### config.mk
export PLATFORM = sky130hd
export DESIGN_NAME = fixed_partition_fit_allocator
export DESIGN_NICKNAME = d
export VERILOG_FILES = /design/src/sv/fpfa_pkg.sv /design/src/sv/fpfa_datapath.sv /design/src/sv/fpfa_ctrl.sv /design/src/sv/fixed_partition_fit_allocator.sv
export VERILOG_INCLUDE_DIRS = /design/src /design/src/sv
export SDC_FILE = /design/constraint.sdc
export NUM_CORES = 1
export LEC_CHECK = 0
export BUFFER_PORTS_ARGS = -buffer_cell sky130_fd_sc_hd__buf_2
export CORE_UTILIZATION = 50
export CTS_CLUSTER_DIAMETER = 50
export CTS_CLUSTER_SIZE = 28
export DETAILED_ROUTE_END_ITERATION = 10
export GPL_ROUTABILITY_DRIVEN = 0
export PLACE_DENSITY = 0.7
export SLEW_MARGIN = 20
export SYNTH_ARGS = -nofsm -noshare
export SYNTH_HDL_FRONTEND = slang
export SYNTH_HIERARCHICAL = 1
export SYNTH_SLANG_ARGS = --single-unit
### constraint.sdc
create_clock -name clk -period 4.2 [get_ports clk]
set_clock_uncertainty 0.15 [all_clocks]
set_input_delay 1.05 -clock clk [delete_from_list [all_inputs] [get_ports clk]]
set_output_delay 1.05 -clock clk [all_outputs]
set_load 0.05 [all_outputs]
### src/sv/fixed_partition_fit_allocator_macros.svh
// ---------------------------------------------------------------------------
// Fixed partition fit allocator assertion macros
// Shared concurrent assertion wrappers. Simulation builds get the checks;
// synthesis builds get empty bodies.
// ---------------------------------------------------------------------------
`ifndef FIXED_PARTITION_FIT_ALLOCATOR_MACROS_SVH
`define FIXED_PARTITION_FIT_ALLOCATOR_MACROS_SVH
`ifndef SYNTHESIS
`define FPFA_ASSERT_IMPLY(lbl, clk, rst_n, ante, cons, msg) \
  lbl: assert property (@(posedge clk) disable iff (!rst_n) (ante) |-> (cons)) \
    else $error(msg);
`define FPFA_ASSERT_NEXT(lbl, clk, rst_n, ante, cons, msg) \
  lbl: assert property (@(posedge clk) disable iff (!rst_n) (ante) |=> (cons)) \
    else $error(msg);
`else
`define FPFA_ASSERT_IMPLY(lbl, clk, rst_n, ante, cons, msg)
`define FPFA_ASSERT_NEXT(lbl, clk, rst_n, ante, cons, msg)
`endif
`endif

### src/sv/fpfa_pkg.sv
// ---------------------------------------------------------------------------
// Fixed partition fit allocator package
// Codes and controller/datapath interface types.
// ---------------------------------------------------------------------------
package fpfa_pkg;

  localparam logic       OP_LOAD          = 1'b0;
  localparam logic       OP_ALLOC         = 1'b1;

  localparam logic [1:0] POLICY_FIRST     = 2'd0;
  localparam logic [1:0] POLICY_BEST      = 2'd1;
  localparam logic [1:0] POLICY_WORST     = 2'd2;

  localparam logic [1:0] STATUS_LOADED    = 2'd0;
  localparam logic [1:0] STATUS_ALLOCATED = 2'd1;
  localparam logic [1:0] STATUS_NONE      = 2'd2;

  localparam logic       REG_FIT_POLICY   = 1'b0;
  localparam logic       REG_BLOCKS_USED  = 1'b1;

  localparam logic [4:0] BLOCKS_USED_RST  = 5'd16;

  typedef struct packed {
    logic capture;
    logic scan_rd;
    logic load_wr;
    logic finish;
  } ctrl_cmd_t;

  typedef struct packed {
    logic in_alloc;
    logic scan_empty;
    logic scan_last;
  } ctrl_sts_t;

endpackage

### src/sv/fpfa_datapath.sv
// ---------------------------------------------------------------------------
// Fixed partition fit allocator datapath
// Free space table, scan counter, fit comparison and result registers.
// ---------------------------------------------------------------------------
`include "fixed_partition_fit_allocator_macros.svh"

module fpfa_datapath import fpfa_pkg::*; #(
  parameter int NUM_BLOCKS = 16,
  parameter int SIZE_WIDTH = 16
) (
  input  logic        clk,
  input  logic        rst_n,
  input  ctrl_cmd_t   cmd,
  output ctrl_sts_t   sts,
  input  logic        in_operation,
  input  logic [3:0]  in_block_number,
  input  logic [15:0] in_size,
  input  logic [1:0]  fit_policy,
  input  logic [4:0]  blocks_in_use,
  output logic        out_valid,
  output logic [1:0]  out_status,
  output logic [3:0]  out_chosen_block,
  output logic [15:0] out_space_left
);

  localparam int CW = $clog2(NUM_BLOCKS + 1);
  localparam int IW = (NUM_BLOCKS > 1) ? $clog2(NUM_BLOCKS) : 1;
  localparam int LW = (CW > 5) ? CW : 5;
  localparam int LB = (CW > 4) ? CW : 4;

  logic [SIZE_WIDTH-1:0] mem [NUM_BLOCKS];
  logic [NUM_BLOCKS-1:0] vld_r;

  logic                  op_r;
  logic [3:0]            blk_r;
  logic [SIZE_WIDTH-1:0] req_r;
  logic [CW-1:0]         cnt_r;
  logic [SIZE_WIDTH-1:0] rd_data_r;
  logic [IW-1:0]         rd_idx_r;
  logic                  rd_vld_r;
  logic                  found_r;
  logic [IW-1:0]         pick_r;
  logic [SIZE_WIDTH-1:0] best_r;
  logic                  out_valid_r;
  logic [1:0]            out_status_r;
  logic [3:0]            out_block_r;
  logic [15:0]           out_space_r;

  logic [LW-1:0]         limit;
  logic [LW-1:0]         biu_w;
  logic [LW-1:0]         nb_w;
  logic [IW-1:0]         idx;
  logic [LB-1:0]         blk_ext;
  logic                  blk_in_range;
  logic                  take;
  logic                  wr_en;
  logic [IW-1:0]         wr_addr;
  logic [SIZE_WIDTH-1:0] wr_data;
  logic [SIZE_WIDTH-1:0] alloc_left;

  assign biu_w        = LW'(blocks_in_use);
  assign nb_w         = LW'(NUM_BLOCKS);
  assign limit        = (biu_w > nb_w) ? nb_w : biu_w;
  assign idx          = cnt_r[IW-1:0];
  assign blk_ext      = LB'(blk_r);
  assign blk_in_range = blk_ext < LB'(NUM_BLOCKS);
  assign alloc_left   = best_r - req_r;

  assign sts.in_alloc   = (in_operation == OP_ALLOC);
  assign sts.scan_empty = (limit == '0);
  assign sts.scan_last  = ((LW'(cnt_r) + LW'(1)) == limit);

  always_comb begin
    take = 1'b0;
    if (rd_vld_r && (rd_data_r >= req_r)) begin
      if (!found_r) begin
        take = 1'b1;
      end else if (fit_policy == POLICY_BEST) begin
        take = (rd_data_r < best_r);
      end else if (fit_policy == POLICY_WORST) begin
        take = (rd_data_r > best_r);
      end
    end
  end

  always_comb begin
    wr_en   = 1'b0;
    wr_addr = pick_r;
    wr_data = alloc_left;
    if (cmd.load_wr) begin
      wr_en   = blk_in_range;
      wr_addr = blk_ext[IW-1:0];
      wr_data = req_r;
    end else if (cmd.finish) begin
      wr_en   = found_r;
    end
  end

  always_ff @(posedge clk) begin
    if (wr_en) begin
      mem[wr_addr] <= wr_data;
    end
    if (cmd.scan_rd) begin
      rd_data_r <= vld_r[idx] ? mem[idx] : '0;
      rd_idx_r  <= idx;
    end
  end

  always_ff @(posedge clk) begin
    if (!rst_n) begin
      vld_r <= '0;
    end else if (wr_en) begin
      vld_r[wr_addr] <= 1'b1;
    end
  end

  always_ff @(posedge clk) begin
    if (cmd.capture) begin
      op_r  <= in_operation;
      blk_r <= in_block_number;
      req_r <= SIZE_WIDTH'(in_size);
    end
    if (take) begin
      pick_r <= rd_idx_r;
      best_r <= rd_data_r;
    end
  end

  always_ff @(posedge clk) begin
    if (!rst_n) begin
      cnt_r    <= '0;
      rd_vld_r <= 1'b0;
      found_r  <= 1'b0;
    end else begin
      rd_vld_r <= cmd.scan_rd;
      if (cmd.capture) begin
        cnt_r   <= '0;
        found_r <= 1'b0;
      end else begin
        if (cmd.scan_rd) begin
          cnt_r <= cnt_r + CW'(1);
        end
        if (take) begin
          found_r <= 1'b1;
        end
      end
    end
  end

  always_ff @(posedge clk) begin
    if (!rst_n) begin
      out_valid_r <= 1'b0;
    end else begin
      out_valid_r <= cmd.load_wr || cmd.finish;
    end
  end

  always_ff @(posedge clk) begin
    if (cmd.load_wr) begin
      out_status_r <= STATUS_LOADED;
      out_block_r  <= blk_r;
      out_space_r  <= blk_in_range ? 16'(req_r) : '0;
    end else if (cmd.finish) begin
      if (found_r) begin
        out_status_r <= STATUS_ALLOCATED;
        out_block_r  <= 4'(pick_r);
        out_space_r  <= 16'(alloc_left);
      end else begin
        out_status_r <= STATUS_NONE;
        out_block_r  <= '0;
        out_space_r  <= '0;
      end
    end
  end

  assign out_valid        = out_valid_r;
  assign out_status       = out_status_r;
  assign out_chosen_block = out_block_r;
  assign out_space_left   = out_space_r;

  `FPFA_ASSERT_NEXT(a_rd_follows_issue, clk, rst_n, cmd.scan_rd, rd_vld_r, "Read data did not follow a scan read.")
  `FPFA_ASSERT_IMPLY(a_pick_fits, clk, rst_n, cmd.finish && found_r, best_r >= req_r, "Chosen block is smaller than the request.")
  `FPFA_ASSERT_IMPLY(a_op_matches, clk, rst_n, cmd.finish, op_r == OP_ALLOC, "Allocation finished for a load transaction.")

endmodule

### src/sv/fpfa_ctrl.sv
// ---------------------------------------------------------------------------
// Fixed partition fit allocator controller
// Sequences load and allocate transactions over the datapath.
// ---------------------------------------------------------------------------
`include "fixed_partition_fit_allocator_macros.svh"

module fpfa_ctrl import fpfa_pkg::*; (
  input  logic      clk,
  input  logic      rst_n,
  input  logic      start,
  input  ctrl_sts_t sts,
  output ctrl_cmd_t cmd,
  output logic      busy
);

  localparam logic [2:0] ST_IDLE   = 3'd0;
  localparam logic [2:0] ST_LOAD   = 3'd1;
  localparam logic [2:0] ST_SCAN   = 3'd2;
  localparam logic [2:0] ST_DRAIN  = 3'd3;
  localparam logic [2:0] ST_FINISH = 3'd4;

  logic [2:0] state_r;
  logic [2:0] state_nxt;

  always_comb begin
    state_nxt = state_r;
    cmd       = '0;
    case (state_r)
      ST_IDLE: begin
        if (start) begin
          cmd.capture = 1'b1;
          if (!sts.in_alloc) begin
            state_nxt = ST_LOAD;
          end else if (sts.scan_empty) begin
            state_nxt = ST_FINISH;
          end else begin
            state_nxt = ST_SCAN;
          end
        end
      end
      ST_LOAD: begin
        cmd.load_wr = 1'b1;
        state_nxt   = ST_IDLE;
      end
      ST_SCAN: begin
        cmd.scan_rd = 1'b1;
        if (sts.scan_last) begin
          state_nxt = ST_DRAIN;
        end
      end
      ST_DRAIN: begin
        state_nxt = ST_FINISH;
      end
      ST_FINISH: begin
        cmd.finish = 1'b1;
        state_nxt  = ST_IDLE;
      end
      default: begin
        state_nxt = ST_IDLE;
      end
    endcase
  end

  always_ff @(posedge clk) begin
    if (!rst_n) begin
      state_r <= ST_IDLE;
    end else begin
      state_r <= state_nxt;
    end
  end

  assign busy = (state_r != ST_IDLE);

  `FPFA_ASSERT_NEXT(a_busy_after_start, clk, rst_n, start && !busy, busy, "Controller stayed idle after a transaction was accepted.")
  `FPFA_ASSERT_NEXT(a_idle_after_done, clk, rst_n, cmd.finish || cmd.load_wr, !busy, "Controller did not return to idle.")
  `FPFA_ASSERT_NEXT(a_drain_after_scan, clk, rst_n, state_r == ST_SCAN && sts.scan_last, state_r == ST_DRAIN, "Scan did not end after the last block.")

endmodule

### src/sv/fixed_partition_fit_allocator.sv
// ---------------------------------------------------------------------------
// Fixed partition fit allocator
// Keeps the free space of a set of memory blocks and serves load and
// first, best or worst fit allocate transactions.
// ---------------------------------------------------------------------------
// A transaction is accepted when start is high and busy is low. An allocate
// scans min(blocks_in_use, NUM_BLOCKS) blocks, then a drain and a finish
// step, because the free space table has one read port and the scan reads
// one block per cycle; an allocate that scans no block goes straight to the
// finish step. Each result appears for exactly one cycle with out_valid high,
// in the first cycle in which busy is low again, and it cannot be held off
// by the receiver.
// The table holds zero for every block after reset without a clearing pass.
module fixed_partition_fit_allocator import fpfa_pkg::*; #(
  parameter int NUM_BLOCKS = 16,
  parameter int SIZE_WIDTH = 16
) (
  input  logic        clk,
  input  logic        rst_n,
  input  logic        start,
  output logic        busy,
  input  logic        in_operation,
  input  logic [3:0]  in_block_number,
  input  logic [15:0] in_size,
  output logic        out_valid,
  output logic [1:0]  out_status,
  output logic [3:0]  out_chosen_block,
  output logic [15:0] out_space_left,
  input  logic        psel,
  input  logic        penable,
  input  logic        pwrite,
  input  logic [2:0]  paddr,
  input  logic [31:0] pwdata,
  output logic [31:0] prdata,
  output logic        pready
);

  logic [1:0] cfg_fit_policy_r;
  logic [4:0] cfg_blocks_in_use_r;
  logic       cfg_wr;
  ctrl_cmd_t  cmd;
  ctrl_sts_t  sts;

  assign pready = 1'b1;
  assign cfg_wr = psel && penable && pwrite && pready;

  always_ff @(posedge clk) begin
    if (!rst_n) begin
      cfg_fit_policy_r    <= POLICY_FIRST;
      cfg_blocks_in_use_r <= BLOCKS_USED_RST;
    end else if (cfg_wr) begin
      if (paddr[2] == REG_FIT_POLICY) begin
        cfg_fit_policy_r <= pwdata[1:0];
      end else begin
        cfg_blocks_in_use_r <= pwdata[4:0];
      end
    end
  end

  assign prdata = (paddr[2] == REG_BLOCKS_USED) ? {27'd0, cfg_blocks_in_use_r}
                                                : {30'd0, cfg_fit_policy_r};

  fpfa_ctrl u_ctrl (
    .clk   (clk),
    .rst_n (rst_n),
    .start (start),
    .sts   (sts),
    .cmd   (cmd),
    .busy  (busy)
  );

  fpfa_datapath #(
    .NUM_BLOCKS (NUM_BLOCKS),
    .SIZE_WIDTH (SIZE_WIDTH)
  ) u_datapath (
    .clk              (clk),
    .rst_n            (rst_n),
    .cmd              (cmd),
    .sts              (sts),
    .in_operation     (in_operation),
    .in_block_number  (in_block_number),
    .in_size          (in_size),
    .fit_policy       (cfg_fit_policy_r),
    .blocks_in_use    (cfg_blocks_in_use_r),
    .out_valid        (out_valid),
    .out_status       (out_status),
    .out_chosen_block (out_chosen_block),
    .out_space_left   (out_space_left)
  );

endmodule

After elaboration in Yosys (flattened, before gate mapping)
Memory sizes are Yosys's and may differ from the RTL's. A register that Yosys moved wholly into a read port is not among the register bits.
Cells that the tools add are included.

operators by class
  $add $sub $neg = 2
  $mul = 0
  divide/modulo/power cells = 0
  $lt $le $gt $ge = 8
  eq/ne operators = 9
  shift-type cells = 0
  muxes and demuxes = 34
  bitwise operators = 3
  reduce and logical (&&, ||, !) cells = 14

operators with widths
  kind                 number
  $mux 16              5
  $ge 16x16->1         1
  $gt 16x16->1         1
  $lt 16x16->1         1
  $mux 4               4
  $or 16x16->16        1
  $sub 16x16->16       1
  $lt 4x5->1 const B   3
  $mux 1               15
  $mux 3               4
  $mux 5               2
  $pmux 3 s3           1
  $eq 3x2->1 const B   2
  $reduce_and 2->1     3
  $add 5x1->5 const B  1
  $eq 5x5->1           1
  $gt 5x5->1 const B   1
  $logic_not 5->1      1
  $bmux 1 s4           1
  $demux 1 s4          1
  $ge 4x1->1 const B   1
  $logic_and 1x1->1    4
  $ne 2x2->1 const B   2
  $eq 3x1->1 const B   1
  other kinds (11)     12

word-level totals
  register bits = 100
  latch bits = 0
  RAM bits = 256
  memory bits (read-only) = 0
  word-level logic and storage cells = 87
  memories kept = 1

memories
  name            depth  bits a word  rd ports  clocked after memory_dff  write ports  RTL line             source
  u_datapath.mem  16     16           1         1                         1            fpfa_datapath.sv:31  logic [SIZE_WIDTH-1:0] mem [NUM_BLOCKS];

Longest topological paths before layout
Gate-level depths: netlist (run 1).

  depth in word-level cells = 8
  depth in mapped cells = 10
  depth with buffers taken out = 10

By module
The synthesis (run 1) kept the hierarchy.

by module, submodules not included
  module                         instances  cells each  area an instance (µm²)
  fpfa_datapath                  1          880         15297.2
  fixed_partition_fit_allocator  1          65          556.8
  fpfa_ctrl                      1          20          178.9

Worst setup path after synthesis (run 1)
No wires, ideal clock.

  path type = register to register
  start point = reg u_datapath.rd_data_r[14] (read register of u_datapath.mem)
  end point = reg u_datapath.best_r[0], enable pin
  library setup time = 455 ps
  arrival time = 3659 ps
  data required time = 3595 ps
  path slack = -64 ps
  cell stages (with the launch flop) = 7
  path buffers = 0
  path through = edfxtp_1 > ha_1 > nand3_1 > or3_1 > a211o_1 > o2111ai_1 > nor4b_1

on the way
  longest elaborated chain between the ends = 5
  elaborated cells on any way between the ends = 8

ends and longest elaborated chain
  what                  RTL line              source
  start, declared       fpfa_datapath.sv:38   logic [SIZE_WIDTH-1:0] rd_data_r;
  $gt 16x16->1          fpfa_datapath.sv:81   take = (rd_data_r > best_r);
  $mux 1                fpfa_datapath.sv:80   end else if (fit_policy == POLICY_WORST) begin
  $mux 1                fpfa_datapath.sv:78   end else if (fit_policy == POLICY_BEST) begin
  $mux 1                fpfa_datapath.sv:76   if (!found_r) begin
  $mux 1 (*)            fpfa_datapath.sv:75   if (rd_vld_r && (rd_data_r >= req_r)) begin
  via u_datapath.take   fpfa_datapath.sv:55   logic take;
  end signal, assigned  fpfa_datapath.sv:125  best_r <= rd_data_r;
  end, declared         fpfa_datapath.sv:43   logic [SIZE_WIDTH-1:0] best_r;

Mark *: on every way through the listed nets, which the timed path passes. The rest lies on a longest branch.
A chain may end at the register's enable or synchronous reset.

Worst setup path in the final report (run 1)
  start point = reg u_datapath.best_r[0]
  end point = mem u_datapath.mem[10][14] (data pin)

on the way
  longest elaborated chain between the ends = 2

ends and longest elaborated chain
  what                        RTL line             source
  $sub 16x16->16              fpfa_datapath.sv:67  assign alloc_left = best_r - req_r;
  $mux 16                     fpfa_datapath.sv:90  if (cmd.load_wr) begin
  via u_datapath.wr_data[14]  fpfa_datapath.sv:58  logic [SIZE_WIDTH-1:0] wr_data;
  end, declared               fpfa_datapath.sv:31

The timed path passes the listed nets, and every way through them passes these cells.

==> flow_summary.toml, run 1 <==
[sta]
max_freq_mhz = 316
rsz0062_at_grt = "false"
holdWs_ns = 0.279
relSlewSlack_pct = 32.0
period_share_pct = 75.3
fin_setup_tns_ns = 0
maxSlewViolCount = 0
hold_viol = 0
period_needed_ns = 3.16
setup_viol_count_final = 0
tightest_slew_ns = 1.01

[die]
core-area_sq_um = 31600
initial_core_util_pct = 50.8
die_area_sq_um = 32800
io_pins = 119
rows = 65
fp.dieH_um = 181
fp.dieW_um = 181

[placement]
dp_cells = 1429
dp_hpwl_mm = 20.1
io_buffers = 61

[finish]
area_delta_synth_final_pct = 13.5
num_antenna_cells = 0
final_cells = 1495
nets = 1176
final_util_pct = 57.7
drive_above_1_share_pct = 26.3

[logic_synthesis]
yosysTopAreaCellShare_pct = 62.9
yosysMostFrequentCell = "edfxtp_1"
synth_cells = 965
synth_flop_cell = "edfxtp_1"
synth_cell_type_count = 63
synth-seq-cells = 372
synth_edf_count = 336
synth_common_cells = "edfxtp_1 (336), mux4_2 (84), nor2_1 (51), ha_1 (48), inv_1 (48)"
ys_seq_area_share_pct = 67.4
synth_area_leader_cell = "edfxtp_1"
synth_area_sq_um = 16000
syn_area_per_cell_sq_um = 16.6
yosys-top-cells-area = "edfxtp_1 (63%), mux4_2 (12%), dfxtp_1 (4.5%)"
async_reset_ff_share_pct = 0
yosys_warnings = 6

[setup_path]
reg2reg_from = "u_datapath/best_r[0]"
cp-end-kind = "flip-flop"
crit_required_ns = 4.40
reg2reg_setup_slack_ns = 1.04
crit_type = "flip-flop to flip-flop"
worstSetupStartpoint = "u_datapath/best_r[0]"
worstPathArrival_ns = 3.36
crit_path_max_fanout = 16
startpoint_type = "flip-flop"

[drt]
drt_wl_total_mm = 32.3
drtPass1Iterations = 7
via_per_inst = 5.75
drc = 0
avgRoutedWirePerCell_um = 21.6
drt-initial-drc-count = 549
via_count = 8597
ant_nets = 0

[clocking]
cts_root_buffer = "clkbuf_16"
cts_resized = 0
insertion_delay_ns = 0.53
cts_tree = "built"
cts_max_level = 2
clk_pin_slew_ns = 0.07
cts_buffers = 36
postCtsHoldBufs = 0
clockBufferDepth = 3
cts_sinks = 372
post_cts_buffers = 0

[global_routing]
grt_max_degree = 64
grt_pass1_vias = 8729
grt_antenna_before_repair = 0
grt_use_total_pct = 20.2
grtUsageMet1_pct = 27.9
grt_overflow = 0
use_met3_pct = 2.98
busiest_layer = "met2"
grt_pass1_wl_mm = 49.9
use_met2_pct = 33.5

[min_path]
min_from = "u_datapath/rd_idx_r[2]"
hp-class = "flip-flop to flip-flop"

[run]
cap_violations = 0

[status]
status = "completed"

[pwr]
irDropWorstVdd_uv = 257
powerDensity_nw_per_um2 = 453
leakagePower_nw = 6.23
[cells in the final DEF (no fill, tap or decap), types with 6 or more instances in the layout]
cell	count
conb_1	28
nor2_2	17
xnor2_1	11
inv_1	48
ha_1	48
mux2_2	6
a21oi_1	27
mux2i_1	13
a21o_1	8
nor2b_1	27
clkbuf_16	37
mux4_2	84
o21a_1	21
edfxtp_1	336
nand4_1	6
dfxtp_1	33
inv_6	7
buf_2	61
o21ai_0	30
nand2_1	47
nand2b_1	8
nor2_1	34
nand3_1	6
buf_4	37
xor2_1	9
[state kept, by name, summed over array words and instances, names as in the netlist, 2 cells and up]
register	count
cfg_blocks_in_use_r	5
cfg_fit_policy_r	2
u_datapath/out_space_left	16
u_datapath/pick_r	4
u_ctrl/state_r	3
u_datapath/out_status	2
u_datapath/mem	256
u_datapath/out_chosen_block	4
u_datapath/best_r	16
u_datapath/rd_idx_r	4
u_datapath/blk_r	4
u_datapath/vld_r	16
u_datapath/cnt_r	5
u_datapath/rd_data_r	16
u_datapath/req_r	16
[logic make-up (layout without fill, tap and decap cells)]
logic type                 Yosys count  count (layout)  share of synthesized area [%]
adders and majority gates           49              49                           3.87
muxes                              103             103                           13.0
AOI/OAI and AO/OA                  131             131                           5.47
DFF                                372             372                           67.4
buffers and inverters              112             214                           3.57
other                                2              28                         0.0468
and+or+nand+nor                    176             176                           5.49
xor gates and xnor gates            20              20                           1.09
[routing by layer]
metal | share of wire (%) | wire length [um]
met5 | 0 | 0
met4 | 2.5 | 793
met3 | 5.2 | 1680
met2 | 49 | 15800
met1 | 44 | 14100
[where the power goes]
| group | total, W | switching [W] | internal [W] |
|---|---|---|---|
| Clock | 0.00339 | 0.00147 | 0.00192 |
| Sequential | 0.00422 | 0.0000336 | 0.00419 |
| Combinational | 0.000629 | 0.000429 | 0.000200 |
| Total | 0.00824 | 0.00193 | 0.00631 |
[through the flow]
stage                     setup slack [ns]  instance area, sq um  total power [W]
after floorplan                      0.950                 16100          0.00474
after global placement                1.13                 16900          0.00491
after detailed placement              1.09                 16900          0.00493
after CTS                             1.05                 18200          0.00832
after global routing                 0.751                 18200          0.00852
final                                 1.04                 18200          0.00824
[area by class of cell]
cell class | instances | area, sq um
fillers | 2373 | 13400
flip-flops and latches | 372 | 10800
multi-input cells | 507 | 4810
clock buffers | 38 | 930
repair buffers | 100 | 623
well taps | 402 | 503
clock inverters | 28 | 332
inverters | 48 | 180
[worst max-delay path: stages, from the launching register on]
cell and delay, ns:
edfxtp_1 0.40, inv_1 0.07, ha_1 0.16, inv_1 0.06, fa_1 0.41, a21o_1 0.18, a21oi_1 0.32, o21ai_0 0.25
a21boi_0 0.38, o21ai_0 0.16, a31oi_1 0.21, buf_4 0.25
[final timing paths]
check	endpoint	depth (start not counted)
worst max-delay path	u_datapath/mem[10][14]	11
worst min-delay path	u_datapath/pick_r[2]	0
worst max register to register	u_datapath/mem[10][14]	11
worst min register to register	u_datapath/pick_r[2]	0
No activity file was read; power rests on OpenSTA's default activity.
==> inputs of run 2 (changes only) <==
- ABC_AREA: default -> 1
- clock period: 4.2 -> 2.9 ns (I/O delays scaled with it)
==> run 2 against run 1 <==
Power up 130%. Maximum frequency grew 20%. First-iteration DRC count grew 90%. Global-route usage is 2.6 points higher. Sequential share of layout area decreased by 1.4 points. Synthesized area grew 3.8%. Hold slack worse by 0.051 ns. Synthesized cell count grew 62%. Critical endpoint is now u_datapath/mem[14][13]. Largest power group unchanged.
==> flow_summary.toml, run 2 <==
[logic_synthesis]
synth_edf_count = 336
synth_flop_cell = "edfxtp_1"
async_reset_ff_share_pct = 0
yosysMostFrequentCell = "edfxtp_1"
yosys_warnings = 6
yosys-top-cells-area = "edfxtp_1 (61%), nand2_1 (6.1%), nor2_1 (5.3%)"
yosysTopAreaCellShare_pct = 60.7
synth_area_sq_um = 16600
syn_area_per_cell_sq_um = 10.7
synth-seq-cells = 372
synth_cell_type_count = 41
synth_cells = 1561
synth_common_cells = "edfxtp_1 (336), nand2_1 (272), nor2_1 (234), o21ai_0 (156), inv_1 (123)"
synth_area_leader_cell = "edfxtp_1"
ys_seq_area_share_pct = 65.0

[drt]
via_count = 11400
ant_nets = 0
avgRoutedWirePerCell_um = 18.1
drt-initial-drc-count = 1043
via_per_inst = 5.39
drt_wl_total_mm = 38.2
drtPass1Iterations = 6
drc = 0

[sta]
max_freq_mhz = 379
setup_viol_count_final = 0
hold_viol = 0
rsz0062_at_grt = "false"
period_share_pct = 91.0
fin_setup_tns_ns = 0
relSlewSlack_pct = 49.9
maxSlewViolCount = 0
period_needed_ns = 2.64
tightest_slew_ns = 0.751
setup_slack_ns = 0.261

[die]
die_area_sq_um = 34000
fp.dieW_um = 184
rows = 66
fp.dieH_um = 184
io_pins = 119
core-area_sq_um = 32600
initial_core_util_pct = 51.0

[setup_path]
crit_required_ns = 2.83
worstPathArrival_ns = 2.57
cp-end-kind = "flip-flop"
crit_path_max_fanout = 16
slowest_stage = "edfxtp_1"
startpoint_type = "flip-flop"
critical-path-max-stage-delay_ns = 0.40
crit_type = "flip-flop to flip-flop"
crit_chain = "inv_1 -> ha_1 -> nand2_1 -> inv_1 -> a21oi_1 -> nor2_1 -> nor2_1 -> nand3_1 -> nand3_1 -> nand2_1"

[placement]
pre_cts_slack_ns = 0.243
dp_hpwl_mm = 24.0
dp_cells = 2050
io_buffers = 61

[global_routing]
grtUsageMet1_pct = 29.8
grt_pass1_wl_mm = 58.6
grt_overflow = 0
use_met3_pct = 2.90
grt_use_total_pct = 22.8
use_met2_pct = 39.8
busiest_layer = "met2"
grt_antenna_before_repair = 0
grt_pass1_vias = 10700
grt_max_degree = 74

[pwr]
leakagePower_nw = 7.37
powerDensity_nw_per_um2 = 1020
irDropWorstVdd_uv = 552

[finish]
final_cell_mix = "edfxtp_1 (336), nand2_1 (271), nor2_1 (232)"
nets = 1756
regMostFlops = "u_datapath/mem"
drive_above_1_share_pct = 13.2
layout_commonest_cell = "edfxtp_1"
fill_cells = 2701
largest_reg_flops = 256
final_cells = 2113
area_delta_synth_final_pct = 12.0

[clocking]
insertion_delay_ns = 0.53
clk_pin_slew_ns = 0.07
cts_max_level = 2
cts_tree = "built"
cts_buffers = 35
cts_sinks = 372
cts_root_buffer = "clkbuf_16"
clockBufferDepth = 3

[status]
status = "completed"

[run]
cap_violations = 0

[min_path]
hp-class = "primary input to flip-flop"
[run 2: changes by cell type in the layout (fill, tap and decap cells not counted), sizes merged, moves of 13 or more]
cell / previous run / this run
mux4: 84 / 0
mux2i: 13 / 0
nor2: 51 / 248
inv: 59 / 147
o21ai: 30 / 161
nor2b: 27 / 0
nand3: 6 / 74
nand2: 47 / 277
o21a: 21 / 1
o22ai: 2 / 64
buf: 100 / 113
[run 2: path summary, 6_finish.rpt]
check	from	to	slack [ns]	depth (start not counted)
max reg2reg	u_datapath/req_r[8]	u_datapath/mem[14][13]	0.26	10
max	u_datapath/req_r[8]	u_datapath/mem[14][13]	0.26	10
min	in_size[8]	u_datapath/req_r[8]	0.23	1
min reg2reg	u_datapath/rd_idx_r[2]	u_datapath/pick_r[2]	0.27	0
[run 2: worst max-delay path: cells and delay by family, from the launching register on]
family	cells	cell delay [ns]
AO/OA/AOI/OAI	1	0.24
adder cells (fa/ha/maj)	1	0.35
AND/OR/NAND/NOR	6	0.90
buffers and inverters	2	0.14
flip-flops	1	0.40
[run 2: cell families (layout without fill, tap and decap cells)]
group / count (synthesis) / count (layout) / synth area share (%)
buffers and inverters: 232 / 315 / 6.31
adders and majority gates: 49 / 49 / 3.73
AOI/OAI and AO/OA: 275 / 275 / 9.00
DFF: 372 / 372 / 65.0
xor gates and xnor gates: 10 / 10 / 0.526
and+or+nand+nor: 621 / 621 / 15.4
other: 2 / 29 / 0.0451
[run 2: area by class of cell]
| cell class | instances | area (sq um) | area share, % |
|---|---|---|---|
| Antenna cell | 1 | 2.50 | 0.0134 |
| Clock buffer | 39 | 891 | 4.78 |
| Clock inverter | 23 | 250 | 1.34 |
| Inverter | 140 | 528 | 2.83 |
| Multi-Input combinational cell | 983 | 4880 | 26.2 |
| Sequential cell | 372 | 10800 | 58.0 |
| Tap cell | 442 | 553 | 2.97 |
| Timing Repair Buffer | 113 | 708 | 3.80 |
[run 2: report_power, final]
group / switching [W] / internal (W)
Sequential: 0.000278 / 0.00753
Combinational: 0.00489 / 0.00165
Clock: 0.00208 / 0.00249
Total: 0.00725 / 0.0117
[run 2: per-stage QoR]
step                utilization (%)  power [W]  instance area, sq um  hold WS, ns
global route                   57.1     0.0199                 18600        0.211
finish                         57.1     0.0189                 18600        0.227
floorplan                         -     0.0123                 16700        0.250
detailed placement             53.6     0.0144                 17500        0.255
global placement               53.6     0.0142                 17500        0.253
CTS                            57.1     0.0190                 18600        0.210
[run 2: layer usage]
layer	vias up	part of all wire [%]
met2	412	50
li1	5487	-
met5	-	0
met1	5429	41
met3	62	6.5
met4	0	2.1
[run 2: repair_timing]
action                                 CTS  global route
endpoints found under the hold margin    0             0
setup buffers                            0             0
hold buffers                             0             0
gates resized for setup                  0             1
setup endpoints to repair                0            16
==> inputs of run 3 (changes only) <==
- HOLD_SLACK_MARGIN: default -> 0.08
- RECOVER_POWER: default -> 100
==> run 3 against run 2 <==
Count of clock-buffer cells in the layout did not move. Worst setup slack lost 0.090 ns. Die area unchanged. Final area down 0.89%. Highest routed layer unchanged.
==> flow_summary.toml, run 3 (synthesized netlist as in run 2, its figures left out) <==
[global_routing]
grt_pass1_wl_mm = 58.6
grt_pass1_vias = 10700
grt_max_degree = 74
grt_use_total_pct = 22.8
grt_antenna_before_repair = 0
grt_overflow = 0

[setup_path]
cp-end-kind = "flip-flop"
critical-path-max-stage-delay_ns = 0.52
crit_required_ns = 2.89
path_delay_family = "buffers and inverters"
crit_path_max_fanout = 17
crit_type = "flip-flop to flip-flop"
r2r-end = "u_datapath/mem[8][4]"
crit_path_frequent_cell = "inv_2"
reg2reg_from = "u_ctrl/state_r[0]"
r2r_cells = 10
crit_buf_inv = 5
worstPathArrival_ns = 2.72
slowest_stage = "clkbuf_2"
reg2reg_setup_slack_ns = 0.17
crit_chain = "inv_1 -> nor3_2 -> buf_4 -> nand2_1 -> o21ai_2 -> inv_2 -> nor2_1 -> inv_2 -> nor2_2 -> clkbuf_2"
startpoint_type = "flip-flop"

[sta]
setup_viol_count_final = 0
setup_slack_ns = 0.171
relSlewSlack_pct = 18.4
rsz0062_at_grt = "false"
period_share_pct = 94.1
max_freq_mhz = 366
fin_setup_tns_ns = 0
maxSlewViolCount = 0
tightest_slew_ns = 1.22
period_needed_ns = 2.73
hold_viol = 0

[clocking]
post_cts_buffers = 0
cts_sinks = 372
clockBufferDepth = 3
postCtsHoldBufs = 0
clk_pin_slew_ns = 0.07
insertion_delay_ns = 0.53
cts_max_level = 2
cts_tree = "built"
cts_resized = 0
cts_buffers = 35
cts_root_buffer = "clkbuf_16"

[drt]
drtPass1Iterations = 5
drt-initial-drc-count = 976
drc = 0
via_per_inst = 5.39
avgRoutedWirePerCell_um = 18.1
via_count = 11400
ant_nets = 0
drt_wl_total_mm = 38.3

[die]
die_area_sq_um = 34000
io_pins = 119
fp.dieW_um = 184
rows = 66
initial_core_util_pct = 51.0
fp.dieH_um = 184
core-area_sq_um = 32600

[placement]
dp_hpwl_mm = 24.0
dp_cells = 2050
io_buffers = 61
pre_cts_slack_ns = 0.243

[status]
status = "completed"

[finish]
final_cells = 2113
drive_above_1_share_pct = 9.76
final_util_pct = 56.6
layout_commonest_cell = "edfxtp_1"
regMostFlops = "u_datapath/mem"
final_cell_mix = "edfxtp_1 (336), nand2_1 (274), nor2_1 (243)"
largest_reg_flops = 256
nets = 1756
fill_cells = 2752
area_delta_synth_final_pct = 11.0

[min_path]
whs_path_depth = 1
hold-path-endpoint = "u_datapath/req_r[8]"
min_from = "in_size[8]"
hp-class = "primary input to flip-flop"

[pwr]
leakagePower_nw = 7.24
powerDensity_nw_per_um2 = 1020
irDropWorstVdd_uv = 545

[run]
cap_violations = 0
## run 3: cell types whose count changed in the layout (fill, tap and decap cells not counted), moves of 3 or more
cell and delta:
clkbuf_2 +19, clkbuf_4 +3, inv_2 -3, buf_2 -31, nand2_2 -3, nand2_1 +3
buf_4 -27, clkbuf_1 +36, nor2_1 +11, nor2_2 -9
## run 3: per-layer routing
layer  routed length (um)  global-route usage (%)
met5                    0                       0
met4                  912                    6.87
met3                 2390                    2.90
met2                19100                    39.8
met1                15900                    29.8
## run 3: worst reg2reg max path: cells and delay by family (launching register included)
kind,cells,cell delay (ns)
flip-flops,1,0.34
buffers and inverters,5,1.06
AND/OR/NAND/NOR,4,0.71
AO/OA/AOI/OAI,1,0.10
## run 3: final cells by class
type,instances,area (sq um),area share [%]
Tap cell,442,553,2.99
Clock inverter,23,250,1.36
Clock buffer,39,891,4.82
Antenna cell,1,2.50,0.0136
Multi-Input combinational cell,983,4830,26.2
Inverter,140,528,2.86
Sequential cell,372,10800,58.5
Timing Repair Buffer,113,603,3.27
## run 3: per-stage QoR
step | hold slack [ns] | total power (W) | instance area, sq um
2_1_floorplan | 0.250 | 0.0123 | 16700
3_3_place_gp | 0.253 | 0.0142 | 17500
3_5_place_dp | 0.255 | 0.0144 | 17500
4_1_cts | 0.210 | 0.0190 | 18600
5_1_grt | 0.211 | 0.0198 | 18500
6_report | 0.224 | 0.0188 | 18500
## run 3: worst max path at each step
stage	start	to	cells after the start	slack, ns
6_report	u_ctrl/state_r[0]	u_datapath/mem[8][4]	10	0.17
5_1_grt	u_datapath/cnt_r[1]	u_datapath/rd_data_r[13]	8	0.03
4_1_cts	u_datapath/best_r[0]	u_datapath/mem[8][12]	14	0.24
3_5_place_dp	u_datapath/best_r[0]	u_datapath/mem[1][12]	14	0.24
3_3_place_gp	u_datapath/best_r[0]	u_datapath/mem[7][12]	14	0.25
2_1_floorplan	u_ctrl/state_r[0]	u_datapath/mem[0][0]	8	0.06
## run 3: where the power goes
| group | internal, W | total [W] | switching, W | leakage (nW) |
|---|---|---|---|---|
| logic | 0.00152 | 0.00639 | 0.00486 | 3.34 |
| registers | 0.00754 | 0.00782 | 0.000278 | 3.35 |
| clock network | 0.00249 | 0.00458 | 0.00209 | 0.544 |
